===== src/sv/lca_pkg.sv =====
// ----------------------------------------------------------------------------
// lca_pkg: shared types and constants
// Widths, operation codes, controller states, datapath commands and status.
// ----------------------------------------------------------------------------
package lca_pkg;

    localparam int NODE_W    = 10;
    localparam int LEVELS    = 10;
    localparam int LVL_W     = $clog2(LEVELS);
    localparam int DEP_W     = LEVELS + 1;
    localparam int ANC_DEPTH = LEVELS * (1 << NODE_W);
    localparam int DEP_DEPTH = 1 << NODE_W;

    localparam logic [1:0] OP_LOAD  = 2'd0;
    localparam logic [1:0] OP_BUILD = 2'd1;
    localparam logic [1:0] OP_QUERY = 2'd2;

    typedef enum logic [4:0] {
        S_IDLE,
        S_L0_RD, S_L0_WR,
        S_LV_RD1, S_LV_RD2, S_LV_WR,
        S_DP_INIT, S_DP_RD, S_DP_UPD, S_DP_WR,
        S_Q_DA, S_Q_DB, S_Q_SW,
        S_Q_LIFT, S_Q_LIFTU, S_Q_EQ,
        S_Q_RU, S_Q_RV, S_Q_CMP,
        S_Q_FIN, S_Q_FIN2, S_Q_DONE
    } t_state;

    typedef enum logic [4:0] {
        C_NOP, C_LOAD, C_BUILD, C_QSTART,
        C_L0_RD, C_L0_WR,
        C_LV_RD1, C_LV_RD2, C_LV_WR,
        C_DP_INIT, C_DP_RD, C_DP_UPD, C_DP_WR,
        C_Q_DA, C_Q_DB, C_Q_SW,
        C_Q_LIFT, C_Q_LIFTU, C_Q_EQ,
        C_Q_RU, C_Q_RV, C_Q_CMP,
        C_Q_FIN, C_Q_FIN2, C_OUT
    } t_cmd;

    typedef struct packed {
        logic cnt_zero;
        logic node_last;
        logic lvl_zero;
        logic lvl_last;
        logic range_bit;
        logic load_ok;
        logic query_ok;
        logic u_eq_v;
    } t_status;

endpackage


===== src/sv/lca_ctrl.sv =====
// ----------------------------------------------------------------------------
// lca_ctrl: sequencing state machine
// Accepts items, steps the build and query sequences, holds the result slot.
// ----------------------------------------------------------------------------
module lca_ctrl (
    input  logic             i_clk,
    input  logic             i_rst_n,
    input  logic             i_in_valid,
    output logic             o_in_ready,
    input  logic [1:0]       i_operation,
    output logic             o_out_valid,
    input  logic             i_out_ready,
    input  logic             i_cfg_we,
    input  lca_pkg::t_status i_status,
    output lca_pkg::t_cmd    o_cmd
);
    import lca_pkg::*;

    t_state r_state, n_state;
    logic   r_built, n_built;
    logic   r_out_valid, n_out_valid;
    logic   accept;

    always_ff @(posedge i_clk) begin
        if (!i_rst_n) begin
            r_state     <= S_IDLE;
            r_built     <= 1'b0;
            r_out_valid <= 1'b0;
        end else begin
            r_state     <= n_state;
            r_built     <= n_built;
            r_out_valid <= n_out_valid;
        end
    end

    assign o_in_ready  = (r_state == S_IDLE);
    assign o_out_valid = r_out_valid;
    assign accept      = i_in_valid && (r_state == S_IDLE);

    always_comb begin
        n_state     = r_state;
        n_built     = r_built;
        n_out_valid = r_out_valid && !i_out_ready;
        o_cmd       = C_NOP;
        case (r_state)
            S_IDLE: begin
                if (accept) begin
                    case (i_operation)
                        OP_LOAD: begin
                            o_cmd = C_LOAD;
                            if (i_status.load_ok) n_built = 1'b0;
                        end
                        OP_BUILD: begin
                            o_cmd = C_BUILD;
                            if (i_status.cnt_zero) n_built = 1'b1;
                            else n_state = S_L0_RD;
                        end
                        OP_QUERY: begin
                            o_cmd   = C_QSTART;
                            n_state = (r_built && i_status.query_ok) ? S_Q_DA : S_Q_DONE;
                        end
                        default: ;
                    endcase
                end
            end
            S_L0_RD: begin
                o_cmd = C_L0_RD; n_state = S_L0_WR;
            end
            S_L0_WR: begin
                o_cmd = C_L0_WR;
                n_state = i_status.node_last ? S_LV_RD1 : S_L0_RD;
            end
            S_LV_RD1: begin
                o_cmd = C_LV_RD1; n_state = S_LV_RD2;
            end
            S_LV_RD2: begin
                o_cmd = C_LV_RD2; n_state = S_LV_WR;
            end
            S_LV_WR: begin
                o_cmd = C_LV_WR;
                n_state = (i_status.node_last && i_status.lvl_last) ? S_DP_INIT : S_LV_RD1;
            end
            S_DP_INIT: begin
                o_cmd = C_DP_INIT; n_state = S_DP_RD;
            end
            S_DP_RD: begin
                o_cmd = C_DP_RD; n_state = S_DP_UPD;
            end
            S_DP_UPD: begin
                o_cmd = C_DP_UPD;
                n_state = i_status.lvl_zero ? S_DP_WR : S_DP_RD;
            end
            S_DP_WR: begin
                o_cmd = C_DP_WR;
                if (i_status.node_last) begin
                    n_built = 1'b1;
                    n_state = S_IDLE;
                end else begin
                    n_state = S_DP_INIT;
                end
            end
            S_Q_DA: begin
                o_cmd = C_Q_DA; n_state = S_Q_DB;
            end
            S_Q_DB: begin
                o_cmd = C_Q_DB; n_state = S_Q_SW;
            end
            S_Q_SW: begin
                o_cmd = C_Q_SW; n_state = S_Q_LIFT;
            end
            S_Q_LIFT: begin
                o_cmd = C_Q_LIFT;
                if (i_status.range_bit) n_state = S_Q_LIFTU;
                else if (i_status.lvl_zero) n_state = S_Q_EQ;
            end
            S_Q_LIFTU: begin
                o_cmd = C_Q_LIFTU;
                n_state = i_status.lvl_zero ? S_Q_EQ : S_Q_LIFT;
            end
            S_Q_EQ: begin
                o_cmd = C_Q_EQ;
                n_state = i_status.u_eq_v ? S_Q_DONE : S_Q_RU;
            end
            S_Q_RU: begin
                o_cmd = C_Q_RU; n_state = S_Q_RV;
            end
            S_Q_RV: begin
                o_cmd = C_Q_RV; n_state = S_Q_CMP;
            end
            S_Q_CMP: begin
                o_cmd = C_Q_CMP;
                n_state = i_status.lvl_zero ? S_Q_FIN : S_Q_RU;
            end
            S_Q_FIN: begin
                o_cmd = C_Q_FIN; n_state = S_Q_FIN2;
            end
            S_Q_FIN2: begin
                o_cmd = C_Q_FIN2; n_state = S_Q_DONE;
            end
            S_Q_DONE: begin
                if (!r_out_valid || i_out_ready) begin
                    o_cmd       = C_OUT;
                    n_out_valid = 1'b1;
                    n_state     = S_IDLE;
                end
            end
            default: n_state = S_IDLE;
        endcase
        if (i_cfg_we) n_built = 1'b0;
    end

endmodule


===== config.mk =====
export PLATFORM = sky130hd
export DESIGN_NAME = lca_ctrl
export DESIGN_NICKNAME = d
export VERILOG_FILES = /design/src/sv/lca_pkg.sv /design/src/sv/lca_ctrl.sv
export SDC_FILE = /design/constraint.sdc
export NUM_CORES = 1
export LEC_CHECK = 0
export BUFFER_PORTS_ARGS = -buffer_cell sky130_fd_sc_hd__buf_2
export CAP_MARGIN = 15
export CORE_UTILIZATION = 57
export CTS_CLUSTER_SIZE = 16
export DETAILED_ROUTE_END_ITERATION = 8
export PLACE_DENSITY = 0.84
export SLEW_MARGIN = 20
export SYNTH_ARGS = -nofsm -noshare
export SYNTH_HDL_FRONTEND = slang
export SYNTH_SLANG_ARGS = --single-unit

===== constraint.sdc =====
create_clock -name i_clk -period 4.5 [get_ports i_clk]
set_input_delay 0.9 -clock i_clk [delete_from_list [all_inputs] [get_ports i_clk]]
set_output_delay 0.9 -clock i_clk [all_outputs]
set_load 0.01 [all_outputs]

==> impl_results.md, run 1 <==
* Crit end category: output port
* Met1 WL at 988 um
* Overflow after GRT at 0
* XOR/XNOR share of the synthesized area at 1.89%
* Worst skew pair latency at 0.25 ns
* Synth Net Count at 151
* Largest net degree at the start of global routing at 23
* # fillers at 143
* Number of flops mapped to enable cells by yosys at 0
* Initial DRC count at 66
* Clock Skew at 0.00202 ns
* Yosys cell types at 45
* Net Sw Frac at 41.8%
* # hold bufs at CTS at 0
* Clock Tree Buf Depth at 2
* Ys Warns at 0
* DP Cell Count at 159
* Unrepaired setup endpoints after global routing: false
* Antenna viol nets, final at 0
* Startpoint of the worst hold path: o_out_valid
* Register area at 140 um2
* Hold Crit Class: flip-flop to flip-flop
* Crit-path max cell delay at 0.83 ns
* Design Area, Final at 1020 um2
* Area of the die at 1790 um2
* Final number of setup-violating endpoints at 0
* Fin Hold WS at 0.552 ns
* Place WS at 1.87 ns
* Crit path time final at 2.85 ns
* Total power at 269 uW
* Simple-Gate Fraction of Synth Area at 32.5%
* MaxCap Viol Count at 0
* Critical path class: flip-flop to output port
* Vias per cell at 6.34
* Core Box Area at 1510 um2
* Slew Limit Fails at 0
* VDD IR-drop max at 0.268 mV
* Relative slew slack at 46.9%
* Post-DP Area at 990 um2
* Ys async rst share at 0%
* Cell Rows at 14
* Hold Vio Cnt, Final at 0
* Initial Util at 61.5%
* CTS sink count at 7
* Total iterations of the first detailed-routing run at 5
* Layout cells sized above 1 at 21.1%
* Clock power frac at 20.6%
* Post-synthesis mux area share at 1.08%
* Met2 WL at 1.10 mm
* Synth Register Bits at 7
* Post-CTS Setup Bufs at 0
* Combinational group share of total power at 46.1%
* H-tree depth at 1
* Capturing point of the worst reg2reg path: r_state[2]
* R2R depth at 5
* DPL Wire Length at 1.73 mm
* WL met3 at 203 um
* Synth Area in Compound Gates at 34.0%
* Drt wl/cell at 14.2 um
* First-pass GRT wire length at 3.85 mm
* Most frequent cells in the layout: 21 x buf_2, 16 x a21oi_1, 13 x nand2_1
* Switch Pwr at 113 uW
* Vias at 1034
* Cts repair resizes at 0
* CTS tree: done
* ANT cells at 0
* Adder-cell share of the synthesized area at 5.40%
* Routed WL at 2.31 mm
* Hold path depth at 2
* Startpoint Class: flip-flop
* Number of port buffers at 21
* Hold Crit Endpoint: o_out_valid
* Multi-input gate area at 694 um2
* Gpl congestion at 0.921
* Int Power at 157 uW
* Sequential Power Share at 33.3%
* Most common cell after layout, fill and taps aside: buf_2
* Number of global-route vias before repair at 895
* Crit path max fanout at 21
* Root Buffer: clkbuf_4
* Most common cell on crit path: a21oi_1
* Cell count after synthesis at 132
* Seq/Total Area, Yosys at 15.1%
* Num CTS Buffers at 3
* P&R area growth vs syn at 9.58%
* Setup ws final at 1.65 ns
* TNS Setup at 0 ns
* Top Layer Used: met4
* Largest family of logic cells by synthesized area: compound AO/OA/AOI/OAI gates
* Fmax at 351 MHz
* Clock transition at the registers of the reported paths at 0.05 ns
* Finished Layout Cells at 163
* Final Core Density at 67.4%
* Drt drc at 0
* Reg2reg setup slack at 2.57 ns
* Slowest CP cell: dfxtp_1
* Tightest Pin Transition at 0.795 ns
* Netlist Area Pre-Place at 927 um2
* Worst EP required at 3.60 ns
* Cell Chain, Critical Path: nor2_1 > a21oi_1 > a21oi_1 > a31o_2 > buf_2
* Die height at 42.3 um
* Crit Reg-Reg Startpoint: r_state[2]
* GRT Util Overall at 27.2%
* Chip Width at 42.3 um
* Synthesized area per cell at 7.02 um2
* PD cells at 265 nW/um2
* Pleak at 0.378 nW
* Tcrit/Tclk final at 63.3%
* I/O pin cnt at 22
* Nets at 167
* Initial antenna violation count at 0
* Synth Flop Type: dfxtp_1
* Worst Path Arrival at 1.95 ns
* Outcome: finished, final reports clean
power by group through the flow:
| stage | registers (mW) | logic (mW) | clock network (mW) |
|---|---|---|---|
| 2_1_floorplan | 0.0730 | 0.110 | 0 |
| 3_3_place_gp | 0.0911 | 0.122 | 0 |
| 3_5_place_dp | 0.0901 | 0.123 | 0 |
| 4_1_cts | 0.0889 | 0.124 | 0.0580 |
| 5_1_grt | 0.0911 | 0.138 | 0.0642 |
| 6_report | 0.0897 | 0.124 | 0.0554 |
worst max-delay path: cells and delay by family (launching register included):
kind / cells / cell delay [ns]
flip-flops: 1 / 0.83
AO/OA/AOI/OAI: 3 / 0.48
AND/OR/NAND/NOR: 1 / 0.25
buffers and inverters: 1 / 0.13
flip-flops by register name, indices dropped and copies added (netlist names):
signal,count
r_built,1
o_out_valid,1
r_state,5
synth_stat cells, drive strengths merged (2+ instances only):
| cell | number | area share [%] |
|---|---|---|
| a21oi | 16 | 8.6 |
| nand2 | 13 | 5.3 |
| nor2 | 9 | 3.6 |
| o21ai | 9 | 4.9 |
| dfxtp | 7 | 15 |
| inv | 7 | 2.8 |
| buf | 6 | 5.1 |
| nand3 | 6 | 3.2 |
| nor3 | 6 | 4.5 |
| clkbuf | 4 | 1.6 |
| ha | 4 | 5.4 |
| nand2b | 4 | 2.7 |
| nand4 | 4 | 2.7 |
| a22oi | 3 | 3.0 |
| a31oi | 3 | 2.0 |
| a21boi | 2 | 1.6 |
| and2b | 2 | 1.6 |
| and3 | 2 | 1.3 |
| nor2b | 2 | 1.3 |
| nor4b | 2 | 2.6 |
| o2111ai | 2 | 1.9 |
| o22ai | 2 | 1.3 |
| xnor2 | 2 | 1.9 |
kinds of logic (layout without fill, tap and decap cells):
logic type                 after synthesis  count (layout)
xor gates and xnor gates                 2               2
DFF                                      7               7
muxes                                    1               1
and+or+nand+nor                         53              53
adders and majority gates                4               4
AOI/OAI and AO/OA                       47              47
buffers and inverters                   18              33
routing by layer:
layer | up-vias | GRT usage, %
li1 | 526 | -
met2 | 57 | 42.2
met3 | 2 | 7.76
met5 | - | 0
met4 | 0 | 4.38
met1 | 449 | 38.1
layout make-up:
class,instances,area share (%)
clock buffer,4,2.59
tap,16,1.97
multi-input combinational,107,68.4
timing repair buffer,21,10.3
sequential,7,13.8
inverter,8,2.96
worst max-delay path by stage:
stage              startpoint        to  slack, ns  cells after the start
2_1_floorplan      i_in_valid  o_cmd[0]       2.02                      3
3_3_place_gp   i_operation[0]  o_cmd[0]       1.88                      6
3_5_place_dp       i_in_valid  o_cmd[0]       1.87                      5
4_1_cts            r_state[1]  o_cmd[1]       1.69                      5
5_1_grt            r_state[1]  o_cmd[1]       1.47                      6
6_report           r_state[1]  o_cmd[1]       1.65                      5
No activity file was read; power rests on OpenSTA's default activity.
==> run 2, diff against run 1 <==
--- a/config.mk
+++ b/config.mk
@@ -7,10 +7,10 @@
 export LEC_CHECK = 0
 export BUFFER_PORTS_ARGS = -buffer_cell sky130_fd_sc_hd__buf_2
 export CAP_MARGIN = 15
-export CORE_UTILIZATION = 57
+export CORE_UTILIZATION = 53
 export CTS_CLUSTER_SIZE = 16
 export DETAILED_ROUTE_END_ITERATION = 8
-export PLACE_DENSITY = 0.84
+export PLACE_DENSITY = 0.79
 export SLEW_MARGIN = 20
 export SYNTH_ARGS = -nofsm -noshare
 export SYNTH_HDL_FRONTEND = slang
==> constraint.sdc (replaced) <==
create_clock -name i_clk -period 2.7 [get_ports i_clk]
set_input_delay 0.54 -clock i_clk [delete_from_list [all_inputs] [get_ports i_clk]]
set_output_delay 0.54 -clock i_clk [all_outputs]
set_load 0.01 [all_outputs]
==> run 2 against run 1 <==
  * The run now ends with DRC left
  * Clock-buffer cell count unchanged
  * First-iteration DRC count down 11%
  * Clock power rose by 72%
  * Sequential share of layout area fell by 0.20 points
  * Global-route usage grew 2.2 points
  * Clock skew is essentially flat
  * Register-to-register slack got worse by 1.8 ns
  * Power is 72% higher
  * Critical path depth stayed put
  * Highest routed layer unchanged
  * Sequential power increased by 62%
  * Utilization down 2.0 points
==> impl_results.md, run 2 (synthesized netlist as in run 1, its figures left out) <==
* Outcome: finished with violations
* Failing checks: DRC
* Overflow after GRT at 0
* Area of the die at 1920 um2
* Die height at 43.8 um
* TNS Setup at 0 ns
* Fmax at 415 MHz
* Chip Width at 43.8 um
* Int Power at 265 uW
* Drt drc at 1
* GRT Util Overall at 29.4%
* Most frequent cells in the layout: 21 x buf_2, 16 x a21oi_1, 13 x nand2_1
* Largest net degree at the start of global routing at 23
* Number of port buffers at 21
* Vias at 1118
* Combinational group share of total power at 48.1%
* First-pass GRT wire length at 4.26 mm
* Pleak at 0.388 nW
* Final number of setup-violating endpoints at 0
* Antenna viol nets, final at 0
* Crit path time final at 2.41 ns
* Initial Util at 58.8%
* Worst EP required at 2.16 ns
* Worst skew pair latency at 0.25 ns
* Num CTS Buffers at 3
* Net Sw Frac at 42.7%
* Unrepaired setup endpoints after global routing: false
* Clock Tree Buf Depth at 2
* Clock power frac at 20.6%
* Most flops, register: r_state
* Cts repair resizes at 0
* Number of global-route vias before repair at 935
* Gpl congestion at 0.972
* Most common cell after layout, fill and taps aside: buf_2
* Nets at 169
* CTS tree: done
* Switch Pwr at 197 uW
* Drt wl/cell at 15.9 um
* Slew Limit Fails at 0
* Initial DRC count at 59
* # hold bufs at CTS at 0
* Post-DP Area at 1000 um2
* Place WS at 0.580 ns
* ANT cells at 0
* H-tree depth at 1
* Crit path max fanout at 22
* Clock transition at the registers of the reported paths at 0.05 ns
* Worst Path Arrival at 1.87 ns
* Critical path class: flip-flop to output port
* Total iterations of the first detailed-routing run at 7
* MaxCap Viol Count at 0
* Initial antenna violation count at 0
* Vias per cell at 6.78
* Crit end category: output port
* Clock Skew at 0.00170 ns
* Relative slew slack at 55.7%
* I/O pin cnt at 22
* CTS sink count at 7
* Routed WL at 2.62 mm
* Layout cells sized above 1 at 22.1%
* Cell Rows at 14
* DPL Wire Length at 2.00 mm
* Max reg flops at 5
* VDD IR-drop max at 0.345 mV
* Sequential Power Share at 31.3%
* PD cells at 448 nW/um2
* Root Buffer: clkbuf_4
* Startpoint Class: flip-flop
* P&R area growth vs syn at 11.2%
* Core Box Area at 1580 um2
* Hold Vio Cnt, Final at 0
* Design Area, Final at 1030 um2
* Tightest Pin Transition at 0.663 ns
* Post-CTS Setup Bufs at 0
* Hold Crit Class: primary input to flip-flop
* Tcrit/Tclk final at 89.2%
* Setup ws final at 0.291 ns
* Total power at 462 uW
* Fin Hold WS at 0.449 ns
run 2: stage by stage:
stage	instances	util, %
3_5_place_dp	161	63.7
4_1_cts	165	65.4
2_1_floorplan	132	-
5_1_grt	165	65.4
6_report	165	65.4
3_3_place_gp	161	63.7
run 2: final timing paths:
check | startpoint | slack [ns] | endpoint | depth (start not counted)
max reg2reg | r_state[0] | 0.72 | r_built | 5
max | r_state[4] | 0.29 | o_cmd[1] | 5
min | i_cfg_we | 0.45 | r_built | 2
min reg2reg | o_out_valid | 0.57 | o_out_valid | 2
run 2: area by class of cell:
cell class                      count  area [um2]
Clock buffer                        4        26.3
Inverter                            8        30.0
Tap cell                           16        20.0
Multi-Input combinational cell    107         694
Fill cell                         148         546
Sequential cell                     7         140
Timing Repair Buffer               23         120
run 2: worst max-delay path, stage by stage (launching register included):
cell,delay [ns]
dfxtp_1,0.51
or3_4,0.50
a21oi_1,0.17
a21oi_1,0.06
a31o_2,0.24
buf_2,0.13
run 2: metal layers:
| layer | global-route usage [%] | wire length [um] | up-vias |
|---|---|---|---|
| li1 | - | - | 531 |
| met1 | 36.9 | 1040 | 511 |
| met2 | 48.7 | 1270 | 70 |
| met3 | 6.67 | 255 | 6 |
| met4 | 11.3 | 49 | 0 |
| met5 | 0 | 0 | - |
run 2: power by group through the flow:
stage | Sequential [mW] | Combinational (mW) | Clock, mW
floorplan | 0.122 | 0.183 | 0
global placement | 0.144 | 0.214 | 0
detailed placement | 0.145 | 0.218 | 0
CTS | 0.143 | 0.220 | 0.0967
global route | 0.147 | 0.244 | 0.104
finish | 0.145 | 0.222 | 0.0953
==> run 3, diff against run 2 <==
--- a/config.mk
+++ b/config.mk
@@ -8,6 +8,7 @@
 export BUFFER_PORTS_ARGS = -buffer_cell sky130_fd_sc_hd__buf_2
 export CAP_MARGIN = 15
 export CORE_UTILIZATION = 53
+export CTS_BUF_LIST = sky130_fd_sc_hd__clkbuf_4 sky130_fd_sc_hd__clkbuf_8 sky130_fd_sc_hd__clkbuf_16
 export CTS_CLUSTER_SIZE = 16
 export DETAILED_ROUTE_END_ITERATION = 8
 export PLACE_DENSITY = 0.79
==> run 3 against run 2 <==
  * The flow still finishes with violations (DRC)
  * Highest routed layer unchanged
  * Die area did not move
  * Sequential cell count did not move
  * Clock skew rose by 0.0011 ns
  * Sequential share of layout area barely moved
  * Critical endpoint unchanged
  * Critical path depth did not move
  * Combinational power barely moved
  * Maximum frequency rose by 0.15%
  * Critical path type unchanged
==> impl_results.md, run 3 (synthesized netlist as in run 1, its figures left out) <==
* Vias per cell at 6.69
* Met3 GRT Util at 6.67%
* VDD IR-drop max at 0.341 mV
* CTS sink count at 7
* Max reg flops at 5
* Most common cell on crit path: a21oi_1
* Buf/Inv on CP at 1
* GR peak layer: met2
* Num CTS Buffers at 3
* Chip Width at 43.8 um
* MaxCap Viol Count at 0
* Startpoint Class: flip-flop
* I/O pin cnt at 22
* Crit end category: output port
* P&R area growth vs syn at 11.6%
* Routing usage on met2 at 48.7%
* Overflow after GRT at 0
* Layout cells sized above 1 at 22.8%
* Failing checks: DRC
* Clock Skew at 0.00280 ns
* Worst Path Arrival at 1.87 ns
* Most frequent cells in the layout: 21 x buf_2, 16 x a21oi_1, 13 x nand2_1
* Cts repair resizes at 0
* GRT Util Overall at 29.4%
* # fillers at 147
* Initial DRC count at 59
* Critical path's top delay family: flip-flops
* DPL Wire Length at 2.00 mm
* Cell Rows at 14
* Finished Layout Cells at 165
* Clock Tree Buf Depth at 2
* Drt drc at 1
* Post-CTS Setup Bufs at 0
* Initial Util at 58.8%
* Number of port buffers at 21
* Place WS at 0.580 ns
* Worst skew pair latency at 0.25 ns
* Unrepaired setup endpoints after global routing: false
* Crit path max fanout at 22
* Die height at 43.8 um
* Clock transition at the registers of the reported paths at 0.05 ns
* Hold Crit Class: primary input to flip-flop
* Slew Limit Fails at 0
* Final number of setup-violating endpoints at 0
* Fmax at 416 MHz
* CTS tree: done
* PD cells at 455 nW/um2
* Met1 usage at 36.9%
* ANT cells at 0
* Final Core Density at 65.6%
* Most common cell after layout, fill and taps aside: buf_2
* Gpl congestion at 0.972
* Vias at 1104
* Core Box Area at 1580 um2
* Outcome: finished with violations
* Tcrit/Tclk final at 89.1%
* Area of the die at 1920 um2
* Cell Chain, Critical Path: or3_4 > a21oi_1 > a21oi_1 > a31o_2 > buf_2
* Antenna viol nets, final at 0
* Nets at 169
* DP Cell Count at 161
* Pleak at 0.392 nW
* First-pass GRT wire length at 4.26 mm
* Number of global-route vias before repair at 935
* Slowest CP cell: dfxtp_1
* Setup ws final at 0.294 ns
* Tightest Pin Transition at 0.669 ns
* Largest net degree at the start of global routing at 23
* Routed WL at 2.63 mm
* Crit path time final at 2.41 ns
* Initial antenna violation count at 0
* Worst EP required at 2.16 ns
* Crit-path max cell delay at 0.52 ns
* Total iterations of the first detailed-routing run at 6
* Drt wl/cell at 15.9 um
* Register area at 140 um2
* Critical path class: flip-flop to output port
* Hold Vio Cnt, Final at 0
* TNS Setup at 0 ns
* H-tree depth at 1
* Root Buffer: clkbuf_4
* Multi-input gate area at 694 um2
* Most flops, register: r_state
* Relative slew slack at 55.4%
* # hold bufs at CTS at 0
## run 3: cell counts in the layout (fill, tap and decap cells not counted)
Identical to the previous run, type by type.
## run 3: final cells by class
type                            instances  share of cell area, %
Tap cell                               16                   1.93
Timing Repair Buffer                   23                   11.6
Inverter                                8                   2.90
Clock buffer                            4                   2.90
Multi-Input combinational cell        107                   67.1
Sequential cell                         7                   13.5
## run 3: routing by layer
layer,part of all wire [%],wire [um],up-vias
met3,8.5,223,8
met2,49,1290,62
met1,40,1060,501
met5,0,0,-
met4,2.1,54,0
li1,-,-,533
## run 3: per-stage QoR
stage,power (mW),hold slack (ns),cell area (um2)
2_1_floorplan,0.304,0.530,927
3_3_place_gp,0.358,0.539,1000
3_5_place_dp,0.363,0.557,1000
4_1_cts,0.470,0.449,1030
5_1_grt,0.504,0.445,1030
6_report,0.471,0.453,1030
## run 3: final timing paths
path / startpoint / endpoint / slack (ns) / cells after the start
setup / recovery: r_state[4] / o_cmd[1] / 0.29 / 5
hold / removal: i_cfg_we / r_built / 0.45 / 2
setup reg to reg: r_state[0] / r_built / 0.73 / 5
hold reg to reg: o_out_valid / o_out_valid / 0.57 / 2
## run 3: power by group
group	switching [mW]	leakage [nW]	internal, mW	total (mW)
registers	0.0334	0.0568	0.111	0.145
clock network	0.0376	0.0184	0.0664	0.104
logic	0.125	0.317	0.0970	0.222
total	0.196	0.392	0.275	0.471
